[config.mk]
export PLATFORM = sky130hd
export DESIGN_NAME = periodic_interval_timer_bank
export DESIGN_NICKNAME = d
export VERILOG_FILES = /design/src/rtl/pitb_pkg.sv /design/src/rtl/periodic_interval_timer_bank.sv
export SDC_FILE = /design/constraint.sdc
export NUM_CORES = 1
export LEC_CHECK = 0
export BUFFER_PORTS_ARGS = -buffer_cell sky130_fd_sc_hd__buf_2
export CORE_UTILIZATION = 65
export DETAILED_ROUTE_END_ITERATION = 6
export PLACE_DENSITY = 0.82
export SLEW_MARGIN = 0
export SYNTH_ARGS = -nofsm -noshare
export SYNTH_HDL_FRONTEND = slang
export SYNTH_SLANG_ARGS = --single-unit
[constraint.sdc]
create_clock -name clk -period 12.5 [get_ports clk]
set_clock_uncertainty 0.2 [all_clocks]
set_input_delay 1.25 -clock clk [delete_from_list [all_inputs] [get_ports clk]]
set_output_delay 1.25 -clock clk [all_outputs]
set_load 0.02 [all_outputs]
[src/rtl/pitb_pkg.sv]
// ----------------------------------------------------------------------------
// pitb_pkg
// Shared sizes, saturation limits and request codes for the interval
// timer bank.
// ----------------------------------------------------------------------------
`default_nettype none

package pitb_pkg;

  localparam int TIMER_COUNT = 8;   // 1 .. 64
  localparam int COUNT_BITS  = 16;  // 8 .. 32

  localparam int IVL_W  = 16;
  localparam int IDX_W  = (TIMER_COUNT > 1) ? $clog2(TIMER_COUNT) : 1;
  localparam int CNT_W  = $clog2(TIMER_COUNT + 1);
  localparam int WIDE_W = (COUNT_BITS > IVL_W) ? COUNT_BITS : IVL_W;

  localparam logic [COUNT_BITS-1:0] COUNT_MAX   = {COUNT_BITS{1'b1}};
  localparam logic [WIDE_W-1:0]     COUNT_MAX_W = WIDE_W'(COUNT_MAX);

  typedef enum logic [1:0] {
    OP_TICK  = 2'd0,
    OP_START = 2'd1,
    OP_STOP  = 2'd2,
    OP_CHECK = 2'd3
  } op_t;

endpackage : pitb_pkg

`default_nettype wire

[src/rtl/periodic_interval_timer_bank.sv]
// ----------------------------------------------------------------------------
// periodic_interval_timer_bank
// Bank of auto-reloading interval timers with lazy tick accounting.
// ----------------------------------------------------------------------------
// Usage notes. Ticks are only counted into one shared pending counter
// (saturating); timers are brought up to date on a check request, which
// walks every timer through a single subtractor, one timer per cycle, with
// the remaining and reload counts held in two small single-port-read
// memories. A tick, start or stop request passes through the done state
// into the output register; a check request first walks the timer memory,
// with its registered read, before the done state.
// One request is in flight at a time: in_stall stays high from accept until
// the result has been loaded into the output register. Every request
// returns exactly one result; out_expired is 1 only for a check of an
// in-range timer whose flag was set, and the flag clears as it is loaded.
// Per-entry valid bits stand in for a memory clear, so the block is ready
// right out of reset with no clearing pass.
// ----------------------------------------------------------------------------
`default_nettype none

module periodic_interval_timer_bank
  import pitb_pkg::*;
(
  input  wire logic                 clk,
  input  wire logic                 rst_n,

  input  wire logic                 in_valid,
  output logic                      in_stall,
  input  wire logic [1:0]           in_op,
  input  wire logic [7:0]           in_timer_index,
  input  wire logic [IVL_W-1:0]     in_interval_ticks,

  output logic                      out_valid,
  input  wire logic                 out_stall,
  output logic                      out_expired
);

  typedef enum logic [2:0] {
    S_IDLE = 3'b001,
    S_WALK = 3'b010,
    S_DONE = 3'b100
  } state_t;

  // --------------------------------------------------------------------------
  // State
  // --------------------------------------------------------------------------
  state_t                 state_r, state_nxt;
  logic [COUNT_BITS-1:0]  pend_r, pend_nxt;     // shared pending ticks
  logic [COUNT_BITS-1:0]  delta_r, delta_nxt;   // ticks applied by this walk
  logic [CNT_W-1:0]       cnt_r, cnt_nxt;       // walk read pointer
  logic                   pv_r, pv_nxt;         // read data of walk valid
  logic [IDX_W-1:0]       rd_addr_r;            // index of data in flight
  logic                   chk_r, chk_nxt;       // request is a check
  logic                   idx_ok_r, idx_ok_nxt;
  logic [IDX_W-1:0]       idx_r, idx_nxt;
  logic [TIMER_COUNT-1:0] exp_r, exp_nxt;       // expired flags
  logic [TIMER_COUNT-1:0] rem_vld_r, rem_vld_nxt;
  logic [TIMER_COUNT-1:0] rld_vld_r, rld_vld_nxt;
  logic                   out_valid_r, out_valid_nxt;
  logic                   out_exp_r, out_exp_nxt;

  // Timer memories: remaining count and reload value per timer
  logic [COUNT_BITS-1:0]  rem_mem [TIMER_COUNT];
  logic [COUNT_BITS-1:0]  rld_mem [TIMER_COUNT];
  logic [COUNT_BITS-1:0]  rem_q_r, rld_q_r;
  logic                   rem_vq_r, rld_vq_r;

  logic                   rem_we, rld_we;
  logic [IDX_W-1:0]       rem_wa, rld_wa;
  logic [COUNT_BITS-1:0]  rem_wd, rld_wd;
  logic                   rd_en;
  logic [IDX_W-1:0]       rd_addr;

  // --------------------------------------------------------------------------
  // Request decode
  // --------------------------------------------------------------------------
  logic                   in_acc;
  logic                   in_idx_ok;
  logic [IDX_W-1:0]       in_idx;
  logic [WIDE_W-1:0]      ivl_w;
  logic [COUNT_BITS-1:0]  ivl_sat;

  assign in_stall  = (state_r != S_IDLE);
  assign in_acc    = in_valid && !in_stall;
  assign in_idx_ok = (in_timer_index < 8'(TIMER_COUNT));
  assign in_idx    = in_timer_index[IDX_W-1:0];
  assign ivl_w     = WIDE_W'(in_interval_ticks);
  assign ivl_sat   = (ivl_w > COUNT_MAX_W) ? COUNT_MAX : ivl_w[COUNT_BITS-1:0];

  // --------------------------------------------------------------------------
  // Shared subtractor: remaining - delta, borrow or zero means expiry
  // --------------------------------------------------------------------------
  logic [COUNT_BITS-1:0]  rem_q, rld_q;
  logic [COUNT_BITS:0]    diff;
  logic                   hit;
  logic                   active;

  assign rem_q  = rem_vq_r ? rem_q_r : '0;
  assign rld_q  = rld_vq_r ? rld_q_r : '0;
  assign diff   = {1'b0, rem_q} - {1'b0, delta_r};
  assign hit    = diff[COUNT_BITS] || (diff[COUNT_BITS-1:0] == '0);
  assign active = pv_r && (delta_r != '0) && (rld_q != '0);

  assign rd_en   = (state_r == S_WALK) && (cnt_r < CNT_W'(TIMER_COUNT));
  assign rd_addr = cnt_r[IDX_W-1:0];

  // --------------------------------------------------------------------------
  // Sequencer
  // --------------------------------------------------------------------------
  always_comb begin
    state_nxt     = state_r;
    pend_nxt      = pend_r;
    delta_nxt     = delta_r;
    cnt_nxt       = cnt_r;
    pv_nxt        = rd_en;
    chk_nxt       = chk_r;
    idx_ok_nxt    = idx_ok_r;
    idx_nxt       = idx_r;
    exp_nxt       = exp_r;
    rem_vld_nxt   = rem_vld_r;
    rld_vld_nxt   = rld_vld_r;
    out_valid_nxt = out_valid_r && out_stall;
    out_exp_nxt   = out_exp_r;
    rem_we        = 1'b0;
    rem_wa        = in_idx;
    rem_wd        = ivl_sat;
    rld_we        = 1'b0;
    rld_wa        = in_idx;
    rld_wd        = ivl_sat;

    unique case (state_r)
      S_IDLE: begin
        if (in_acc) begin
          chk_nxt    = (in_op == OP_CHECK);
          idx_ok_nxt = in_idx_ok;
          idx_nxt    = in_idx;
          state_nxt  = S_DONE;
          case (in_op)
            OP_TICK: begin
              if (pend_r != COUNT_MAX) pend_nxt = pend_r + 1'b1;
            end
            OP_START: begin
              if (in_idx_ok) begin
                rem_we              = 1'b1;
                rld_we              = 1'b1;
                rem_vld_nxt[in_idx] = 1'b1;
                rld_vld_nxt[in_idx] = 1'b1;
                exp_nxt[in_idx]     = 1'b0;
              end
            end
            OP_STOP: begin
              if (in_idx_ok) begin
                rld_we              = 1'b1;
                rld_wd              = '0;
                rld_vld_nxt[in_idx] = 1'b1;
              end
            end
            default: begin
              delta_nxt = pend_r;
              pend_nxt  = '0;
              cnt_nxt   = '0;
              state_nxt = S_WALK;
            end
          endcase
        end
      end

      S_WALK: begin
        if (rd_en) cnt_nxt = cnt_r + 1'b1;
        if (active) begin
          rem_we                 = 1'b1;
          rem_wa                 = rd_addr_r;
          rem_vld_nxt[rd_addr_r] = 1'b1;
          if (hit) begin
            rem_wd             = rld_q;
            exp_nxt[rd_addr_r] = 1'b1;
          end else begin
            rem_wd = diff[COUNT_BITS-1:0];
          end
        end
        if (!rd_en && !pv_r) state_nxt = S_DONE;
      end

      S_DONE: begin
        if (!out_valid_r || !out_stall) begin
          out_valid_nxt = 1'b1;
          out_exp_nxt   = chk_r && idx_ok_r && exp_r[idx_r];
          if (chk_r && idx_ok_r) exp_nxt[idx_r] = 1'b0;
          state_nxt     = S_IDLE;
        end
      end

      default: state_nxt = S_IDLE;
    endcase
  end

  always_ff @(posedge clk) begin
    if (!rst_n) begin
      state_r     <= S_IDLE;
      pend_r      <= '0;
      cnt_r       <= '0;
      pv_r        <= 1'b0;
      exp_r       <= '0;
      rem_vld_r   <= '0;
      rld_vld_r   <= '0;
      out_valid_r <= 1'b0;
    end else begin
      state_r     <= state_nxt;
      pend_r      <= pend_nxt;
      cnt_r       <= cnt_nxt;
      pv_r        <= pv_nxt;
      exp_r       <= exp_nxt;
      rem_vld_r   <= rem_vld_nxt;
      rld_vld_r   <= rld_vld_nxt;
      out_valid_r <= out_valid_nxt;
    end
  end

  // Payload registers, no reset
  always_ff @(posedge clk) begin
    delta_r   <= delta_nxt;
    chk_r     <= chk_nxt;
    idx_ok_r  <= idx_ok_nxt;
    idx_r     <= idx_nxt;
    out_exp_r <= out_exp_nxt;
    if (rd_en) rd_addr_r <= rd_addr;
  end

  // --------------------------------------------------------------------------
  // Timer memories: one write, one registered read each
  // --------------------------------------------------------------------------
  always_ff @(posedge clk) begin
    if (rem_we) rem_mem[rem_wa] <= rem_wd;
    if (rd_en) begin
      rem_q_r  <= rem_mem[rd_addr];
      rem_vq_r <= rem_vld_r[rd_addr];
    end
  end

  always_ff @(posedge clk) begin
    if (rld_we) rld_mem[rld_wa] <= rld_wd;
    if (rd_en) begin
      rld_q_r  <= rld_mem[rd_addr];
      rld_vq_r <= rld_vld_r[rd_addr];
    end
  end

  assign out_valid   = out_valid_r;
  assign out_expired = out_exp_r;

  // --------------------------------------------------------------------------
  // Assertions
  // --------------------------------------------------------------------------
  a_pend_cleared: assert property (@(posedge clk) disable iff (!rst_n)
    in_acc && (in_op == OP_CHECK) |=> (pend_r == '0))
    else $error("pending ticks not cleared by check");

  a_walk_len: assert property (@(posedge clk) disable iff (!rst_n)
    in_acc && (in_op == OP_CHECK) |-> ##(TIMER_COUNT + 3) (state_r == S_DONE))
    else $error("timer walk length wrong");

  a_no_collide: assert property (@(posedge clk) disable iff (!rst_n)
    rem_we && rd_en |-> (rem_wa != rd_addr))
    else $error("write and read of same timer in one cycle");

  a_out_from_done: assert property (@(posedge clk) disable iff (!rst_n)
    $rose(out_valid_r) |-> $past(state_r == S_DONE))
    else $error("result loaded outside of done state");

endmodule : periodic_interval_timer_bank

`default_nettype wire

==> results of run 1 <==
-- power groups by stage --
stage / logic [W] / registers, W / clock network [W]
3_5_place_dp: 0.0000778 / 0.00135 / 0
5_1_grt: 0.0000865 / 0.00133 / 0.00113
4_1_cts: 0.0000787 / 0.00133 / 0.00109
6_report: 0.0000800 / 0.00133 / 0.00108
3_3_place_gp: 0.0000753 / 0.00135 / 0
2_1_floorplan: 0.0000559 / 0.00135 / 0
-- state kept, by name, summed over array words and instances (netlist names), 16 cells and up --
signal / cells
rem_mem: 128
rld_mem: 128
rem_q_r: 16
pend_r: 16
delta_r: 16
rld_q_r: 16
-- stage by stage --
stage	area, um2	utilization
floorplan	15800	-
global placement	16400	0.691
detailed placement	16400	0.691
CTS	17500	0.740
global route	17500	0.740
finish	17500	0.740
-- final cells by class --
cell class                      count  share of cell area
Timing Repair Buffer               46              0.0151
Clock buffer                       43              0.0553
Clock inverter                     20              0.0118
Inverter                           36             0.00771
Sequential cell                   364               0.596
Multi-Input combinational cell    573               0.291
Tap cell                          319              0.0228
-- metal layers --
metal	wire length (um)	GRT usage
met2	16800	0.473
met4	1100	0.107
met1	13400	0.383
met3	2550	0.0495
met5	0	0
-- layout by cell type (no fill, tap or decap), drive strengths merged, types with 10 or more instances in the layout --
master	n
buf	46
dfxtp	49
or3	10
nand4	10
and2	34
nor4	11
o21ai	18
a21oi	36
inv	37
clkbuf	43
nand2b	10
edfxtp	315
nor2	51
mux4	70
clkinv	14
ha	24
nand2	58
xnor2	10
nor3	16
o21a	23
o211ai	18
xor2	10
mux2	34
nand3	26
-- kinds of logic after synthesis --
kind of cell	count (synthesis)
buf+inv	88
mux	107
fa+ha+maj	25
xor+xnor	20
flops	364
simple gates	265
compound gates	156
-- critical path: cells and delay by family (launching register included) --
kind                       cells  cell delay, ps
DFF                            1             580
buffers and inverters          1             260
and+or+nand+nor                3             780
AOI/OAI and AO/OA              6            2110
adders and majority gates      1             370
-- worst paths after layout --
| path | to | from | cells past startpoint |
|---|---|---|---|
| worst max-delay path | rem_mem[5][8] | rem_vq_r | 11 |
| worst min-delay path | rem_vld_r[5] | rem_vld_r[5] | 1 |
| worst max register to register | rem_mem[5][8] | rem_vq_r | 11 |
| worst min register to register | rem_vld_r[5] | rem_vld_r[5] | 1 |
==> impl_results.md, run 1 <==
* Crit-path max cell delay at 740 ps
* Rows at 56
* Area of the multi-input gates at 5110 um2
* Register-to-register setup slack at a little under 8000 ps
* Clock Path Buffers at 3
* Compound-cell area share of the yosys netlist at 0.0715
* Adder-Cell Fraction of Synth Area at 0.0203
* DR WL/cell at roughly 24 um
* Nets at 1112
* Internal power at 0.00199 W
* Syn nets at ~1100
* Overall routing resource usage at 0.286
* Tightest Hold Check Type: reg -> reg
* Clock slew at reported path FFs at about 60 ps
* Total power at roughly 0.0025 W
* Reg power frac at 0.535
* Status: finished, final reports clean
* Cells after DPL at 1338
* Initial DRC Count at roughly 820
* Area share of and/or/nand/nor cells after synthesis at 0.0883
* Data arrival, critical path at around 4600 ps
* Layout area overhead at 11.0%
* Synth area leader: edfxtp_1
* Die height at roughly 160 um
* Vias/cell at approximately 6.5
* Core box area at roughly 24000 um2
* Post-DRT Antenna Nets at 0
* Post-CTS Setup Bufs at 0
* Post_cts resized at 0
* Post-synth EDFFs at about 320
* Post-synth ARST share at 0
* Gate count after technology mapping at about 1000
* Power Dens Cells at about 140 nW/um2
* Critical path cell sequence: and2_1 > ha_1 > nor2b_1 > a221oi_1 > o311ai_0 > a2111oi_0 > o211ai_1 > nor4_4 > a21oi_2 > buf_4 > o311ai_1
* Post-synth top cells: 315 x edfxtp_1, 70 x mux4_2, 58 x nand2_1
* Clock root buffer: clkbuf_16
* DIE AREA at around 25000 um2
* Register bit count reported by yosys at between 300 and 400
* Seq/Total Area, Yosys at 0.661
* Largest family of logic cells by synthesized area: multiplexers
* First-pass GRT wire length at a little over 50 mm
* Clock sinks at around 360
* Slowest cell on the critical path: o311ai_1
* Hold slack at 268 ps
* Filler cells at around 1500
* Avg Inst Size Synth at ~15 um2
* Synth warn at 0
* Post-DP HPWL at about 21 mm
* First-pass detailed-route iteration total at 5
* CP Capture Type: flip-flop
* CTS tree: built
* Die Span X at about 160 um
* Starting Density at 0.667
* Sw Share at 0.201
* # hold bufs at CTS at 0
* Register area at roughly 10000 um2
* Remaining global-route overflow at 0
* Placer Congestion at 0.894
* Worst Max-Slew Pin Slew at approximately 1300 ps
* Crit path launch type: flip-flop
* # diodes at 0
* Synth Area in XOR/XNOR at 0.0111
* Yosys cell types at between 60 and 70
* Largest net degree at the start of global routing at 73
* Total clock buffers created by CTS at 36
* VDD IR max at ~0.17 mV
* Clk Latency, worst-skew pair at 520 ps
* Non-Filler Instances at between 1000 and 1500
* Top post-synthesis cells by area: edfxtp_1 60%, mux4_2 10%, dfxtp_1 6.2%
* Final wirelength at 33.9 mm
* Max-Cap Viols at 0
* Fmax at between 0.2 and 0.25 GHz
* Mux share of post-synthesis cell area at 0.126
* H-tree level count at 2
* Top-count cell post-synth: edfxtp_1
* NetSw at approximately 0.00050 W
* Maximum fanout along the worst path at 16
* Critical path class: reg -> reg
* Post-synth top area share at 0.599
* Comb pwr share at 0.032
* RSZ-0062 raised after global routing: false
* Worst path required time at roughly 13000 ps
* Synth Flop Type: edfxtp_1
* Clock group share of total power at 0.433
* Setup TNS at 0 ps
* Fin crit period at 4640 ps
* Initial antenna violation count at 0
* Tcrit/Tclk final at 0.371
* Hold Fails Final Rpt at 0
* Layout cell share with drive strength beyond 1 at 0.219
* Final Max Slew Viols at 0
* Worst setup margin at 7860 ps
* Mapped cell area at approximately 16000 um2
* Vias in the first global route at roughly 9000
* P_leak at between 5 and 6 nW
* Port bufs at 32
* Endpoints failing setup at 0
* Rel. slew slack at 0.164
* Via count at 9135
* Setup slack at placement at approximately 7600 ps
* Remaining DRCs at 0
* Number of top-level pins at 33
Note: power is estimated with default switching activity, not from simulation.
==> inputs of run 2 (changes only) <==
Settings changed: CORE_UTILIZATION 65 to 56, PLACE_DENSITY 0.82 to 0.75.
Clock period 12.5 ns to 4.2 ns, I/O delays scaled along.
==> impl_results.md, run 2 (synthesis results as in run 1) <==
* Status: finished, final reports clean
* Via count at about 9200
* Rows at 61
* FF-to-FF Start: rem_vq_r
* Worst Max-Slew Pin Slew at around 1000 ps
* Clk Latency, worst-skew pair at 540 ps
* Setup slack at placement at ~17 ps
* Filler cells at between 1500 and 2000
* Hold EP: idx_r[0]
* Power Dens Cells at 421 nW/um2
* Worst setup margin at between 200 and 300 ps
* Layout cell share with drive strength beyond 1 at 0.247
* Clock sinks at approximately 360
* CP Capture Type: flip-flop
* Remaining global-route overflow at 0
* Internal power at ~0.006 W
* Crit-path max cell delay at roughly 440 ps
* Total clock buffers created by CTS at 38
* Vias in the first global route at a little over 9000
* Register-to-register setup slack at between 200 and 300 ps
* Fin crit period at 3940 ps
* Most used cell, CP: buf_4
* H-tree level count at 2
* Clock Path Buffers at 3
* Rel. slew slack at 0.297
* Top flop regs: rem_mem x128, rld_mem x128
* Number of top-level pins at 33
* P_leak at 5.90 nW
* Register area at around 10000 um2
* Placed Area at about 17000 um2
* CTS tree: built
* Final instance area at between 15000 and 20000 um2
* RSZ-0062 raised after global routing: false
* CP Buf/Inv Count at 2
* Worst path required time at roughly 4300 ps
* Die Span X at between 150 and 200 um
* Hold Startpoint: in_timer_index[0]
* Final Max Slew Viols at 0
* Core box area at between 20000 and 30000 um2
* Maximum fanout along the worst path at 14
* Post-DP HPWL at between 20 and 25 mm
* First-pass GRT wire length at between 50 and 60 mm
* Reg power frac at 0.522
* Data arrival, critical path at a little over 4000 ps
* Port bufs at 32
* Crit path from: rem_vq_r
* R2R Path End: rem_mem[0][10]
* # diodes at 0
* Hold Fails Final Rpt at 0
* Endpoints failing setup at 0
* Die height at around 170 um
* Tightest Hold Check Type: in -> reg
* Most frequent cells in the layout: 315 x edfxtp_1, 70 x mux4_2, 58 x nand2_1
* DIE AREA at about 29000 um2
* Crit path max-delay family: compound AO/OA/AOI/OAI gates
* DR WL/cell at 23.0 um
* Placer Congestion at about 0.9
* NetSw at about 0.0015 W
* Setup TNS at 0 ps
* Clock group share of total power at 0.444
* Final wirelength at approximately 34 mm
* Starting Density at 0.568
* Largest net degree at the start of global routing at 40
* Clock slew at reported path FFs at 60 ps
* Post-DRT Antenna Nets at 0
* Critical path class: reg -> reg
* Area of the multi-input gates at approximately 5100 um2
* Clock root buffer: clkbuf_16
* Critical path cell sequence: buf_4 > and2_1 > ha_1 > a21oi_2 > a21oi_1 > or3_1 > a2111oi_1 > o211ai_1 > nor4_4 > a21oi_4 > buf_4 > o211ai_2
* Comb pwr share at 0.034
* Layout area overhead at 13.9%
* Slowest cell on the critical path: a2111oi_1
* Vias/cell at approximately 6.1
* Commonest non-fill, non-tap cell in the layout: edfxtp_1
* Fmax at around 0.25 GHz
* Initial antenna violation count at 0
* Remaining DRCs at 0
* Initial DRC Count at just over 800
* Crit path launch type: flip-flop
* Sw Share at 0.204
* Nets at between 1000 and 1500
* R2R depth at 12
* Hold depth at 1
* VDD IR max at 0.533 mV
* Tcrit/Tclk final at 0.938
* Overall routing resource usage at 0.250
* First-pass detailed-route iteration total at 5
* Max-Cap Viols at 0
==> run 2: cell type report <==
| type | instances | area share |
|---|---|---|
| Timing Repair Buffer | 79 | 0.0302 |
| Multi-Input combinational cell | 573 | 0.285 |
| Clock buffer | 48 | 0.0573 |
| Inverter | 36 | 0.00751 |
| Clock inverter | 18 | 0.0126 |
| Tap cell | 378 | 0.0263 |
| Sequential cell | 364 | 0.581 |
==> run 2: power by group through the flow <==
stage / sequential [W] / clock (W) / combinational [W]
finish: 0.00396 / 0.00337 / 0.000255
detailed placement: 0.00403 / 0 / 0.000244
floorplan: 0.00402 / 0 / 0.000167
global route: 0.00396 / 0.00357 / 0.000277
CTS: 0.00396 / 0.00343 / 0.000249
global placement: 0.00403 / 0 / 0.000239
==> run 2: worst max path at each step <==
| stage | depth (start not counted) | slack (ps) | endpoint |
|---|---|---|---|
| final | 12 | 260 | rem_mem[0][10] |
| after detailed placement | 11 | 20 | rem_mem[2][3] |
| after global routing | 13 | 40 | rem_mem[4][5] |
| after global placement | 12 | -10 | rem_mem[0][8] |
| after CTS | 11 | 60 | rem_mem[1][3] |
| after floorplan | 7 | 300 | rem_mem[2][0] |
==> run 2: layer usage <==
layer  GRT usage  vias to the layer above  share of wire
li1            -                     4149              -
met1       0.346                     4554           0.41
met2       0.406                      389           0.48
met3      0.0402                       62          0.076
met4      0.0834                        0          0.026
met5           0                        -              0
==> run 2: timing repair <==
action,4_1_cts,5_1_grt
hold buffers,2,0
endpoints found under the hold margin,3,0
resized for setup,1,4
endpoints found under the setup margin,8,72
buffers inserted,0,2
pin swaps,0,2
==> run 2: metrics by stage <==
step	cells	utilization	total power, W	hold WS, ps
after global placement	1426	0.600	0.00427	241
after CTS	1494	0.646	0.00763	2.17
after global routing	1496	0.647	0.00781	24.0
after detailed placement	1426	0.600	0.00428	249
final	1496	0.647	0.00758	28.2
after floorplan	1025	-	0.00419	206
==> inputs of run 3 (changes only) <==
Settings changed: BUFFER_PORTS_ARGS -buffer_cell sky130_fd_sc_hd__buf_2 to -buffer_cell sky130_fd_sc_hd__buf_4.
==> impl_results.md, run 3 (synthesis results as in run 1) <==
* # diodes at 0
* Total clock buffers created by CTS at 37
* Final instance area at between 15000 and 20000 um2
* Top flop regs: rem_mem x128, rld_mem x128
* First-pass GRT wire length at 53.5 mm
* Non-Filler Instances at between 1500 and 2000
* NetSw at about 0.0016 W
* Number of top-level pins at 33
* Final Max Slew Viols at 0
* Data arrival, critical path at ~4100 ps
* Initial DRC Count at around 900
* Tcrit/Tclk final at 0.953
* H-tree level count at 2
* Clock sinks at about 360
* Vias/cell at a little over 6
* Rel. slew slack at 0.270
* Core box area at about 28000 um2
* Post-DP HPWL at approximately 22 mm
* Layout area overhead at 14.4%
* DIE AREA at 28900 um2
* Power Dens Cells at around 420 nW/um2
* P_leak at roughly 6.0 nW
* Clock Path Buffers at 3
* Sw Share at 0.209
* Status: finished, final reports clean
* Fmax at around 0.25 GHz
* Layout cell share with drive strength beyond 1 at 0.250
* Clock root buffer: clkbuf_16
* Reg power frac at 0.524
* Tightest Hold Check Type: in -> reg
* Crit path launch type: flip-flop
* Commonest non-fill, non-tap cell in the layout: edfxtp_1
* CP Capture Type: flip-flop
* Die Span X at between 150 and 200 um
* Final wirelength at between 30 and 40 mm
* VDD IR max at roughly 0.47 mV
* Hold Fails Final Rpt at 0
* Worst Max-Slew Pin Slew at between 1000 and 1500 ps
* CTS tree: built
* Port bufs at 32
* Starting Density at 0.568
* Placer Congestion at 0.867
* Critical path class: reg -> reg
* Placed Area at approximately 17000 um2
* Overall routing resource usage at 0.251
* Via count at 9188
* Vias in the first global route at between 9000 and 10000
* Initial antenna violation count at 0
* Nets at approximately 1200
* Remaining global-route overflow at 0
* Largest net degree at the start of global routing at 38
* Post-DRT Antenna Nets at 0
* Cells after DPL at approximately 1400
* Remaining DRCs at 0
* Clock slew at reported path FFs at around 60 ps
* Clock group share of total power at 0.441
* Die height at roughly 170 um
* Rows at 61
* Worst setup margin at roughly 200 ps
* Clk Latency, worst-skew pair at 540 ps
* Fin crit period at 4000 ps
* RSZ-0062 raised after global routing: false
* DR WL/cell at roughly 23 um
* Worst path required time at 4290 ps
* Max-Cap Viols at 0
* Most frequent cells in the layout: 315 x edfxtp_1, 78 x buf_4, 70 x mux4_2
* Maximum fanout along the worst path at 12
* Setup slack at placement at around 30 ps
* Endpoints failing setup at 0
* Internal power at 0.00597 W
* First-pass detailed-route iteration total at 5
* Comb pwr share at 0.035
==> run 3: final timing paths <==
path	from	to	slack, ps	cells past startpoint
max	rem_vq_r	rem_mem[5][6]	200	12
min	in_timer_index[1]	idx_r[1]	30	1
max reg2reg	rem_vq_r	rem_mem[5][6]	200	12
min reg2reg	rld_vld_r[2]	rld_vld_r[2]	260	1
==> run 3: layer usage <==
metal  vias up  GRT usage  wire (um)
met1      4626      0.354      14600
met2       341      0.409      16800
met4         0     0.0768        748
met3        58     0.0349       2520
met5         -          0          0
li1       4163          -          -
==> run 3: area by class of cell <==
type,count,area (um2)
timing repair buffer,83,656
sequential,364,10400
fill,1999,9710
clock inverter,22,267
tap,378,473
multi-input combinational,573,5110
clock buffer,46,980
inverter,36,135
==> run 3: power groups by stage <==
| stage | Clock, W | Combinational, W | Sequential [W] |
|---|---|---|---|
| 4_1_cts | 0.00337 | 0.000258 | 0.00395 |
| 5_1_grt | 0.00352 | 0.000286 | 0.00396 |
| 3_3_place_gp | 0 | 0.000249 | 0.00403 |
| 2_1_floorplan | 0 | 0.000167 | 0.00402 |
| 6_report | 0.00333 | 0.000263 | 0.00396 |
| 3_5_place_dp | 0 | 0.000253 | 0.00403 |
==> run 3: stage by stage <==
step	setup TNS [ps]	hold WS [ps]	total power, W	utilization
2_1_floorplan	0	206	0.00419	-
3_3_place_gp	-127	243	0.00428	0.604
3_5_place_dp	0	252	0.00429	0.604
4_1_cts	0	2.74	0.00758	0.650
5_1_grt	0	11.6	0.00776	0.650
6_report	0	26.3	0.00755	0.650
==> run 3: critical path: stages (launching register included) <==
cell       delay (ps)
edfxtp_1          420
buf_4             190
and2_1            160
ha_1              320
a21oi_2           230
a21oi_1           110
or3_1             360
a2111oi_1         440
o211ai_1          210
nor4_4            360
a21oi_4           200
buf_4             200
o211ai_2          360
==> run 3: timing repair <==
| action | in CTS | in global routing |
|---|---|---|
| hold endpoints to repair | 4 | 0 |
| resized for setup | 1 | 3 |
| endpoints found under the setup margin | 8 | 120 |
| pin swaps | 0 | 2 |
| setup buffers | 0 | 1 |
| hold buffers | 3 | 0 |
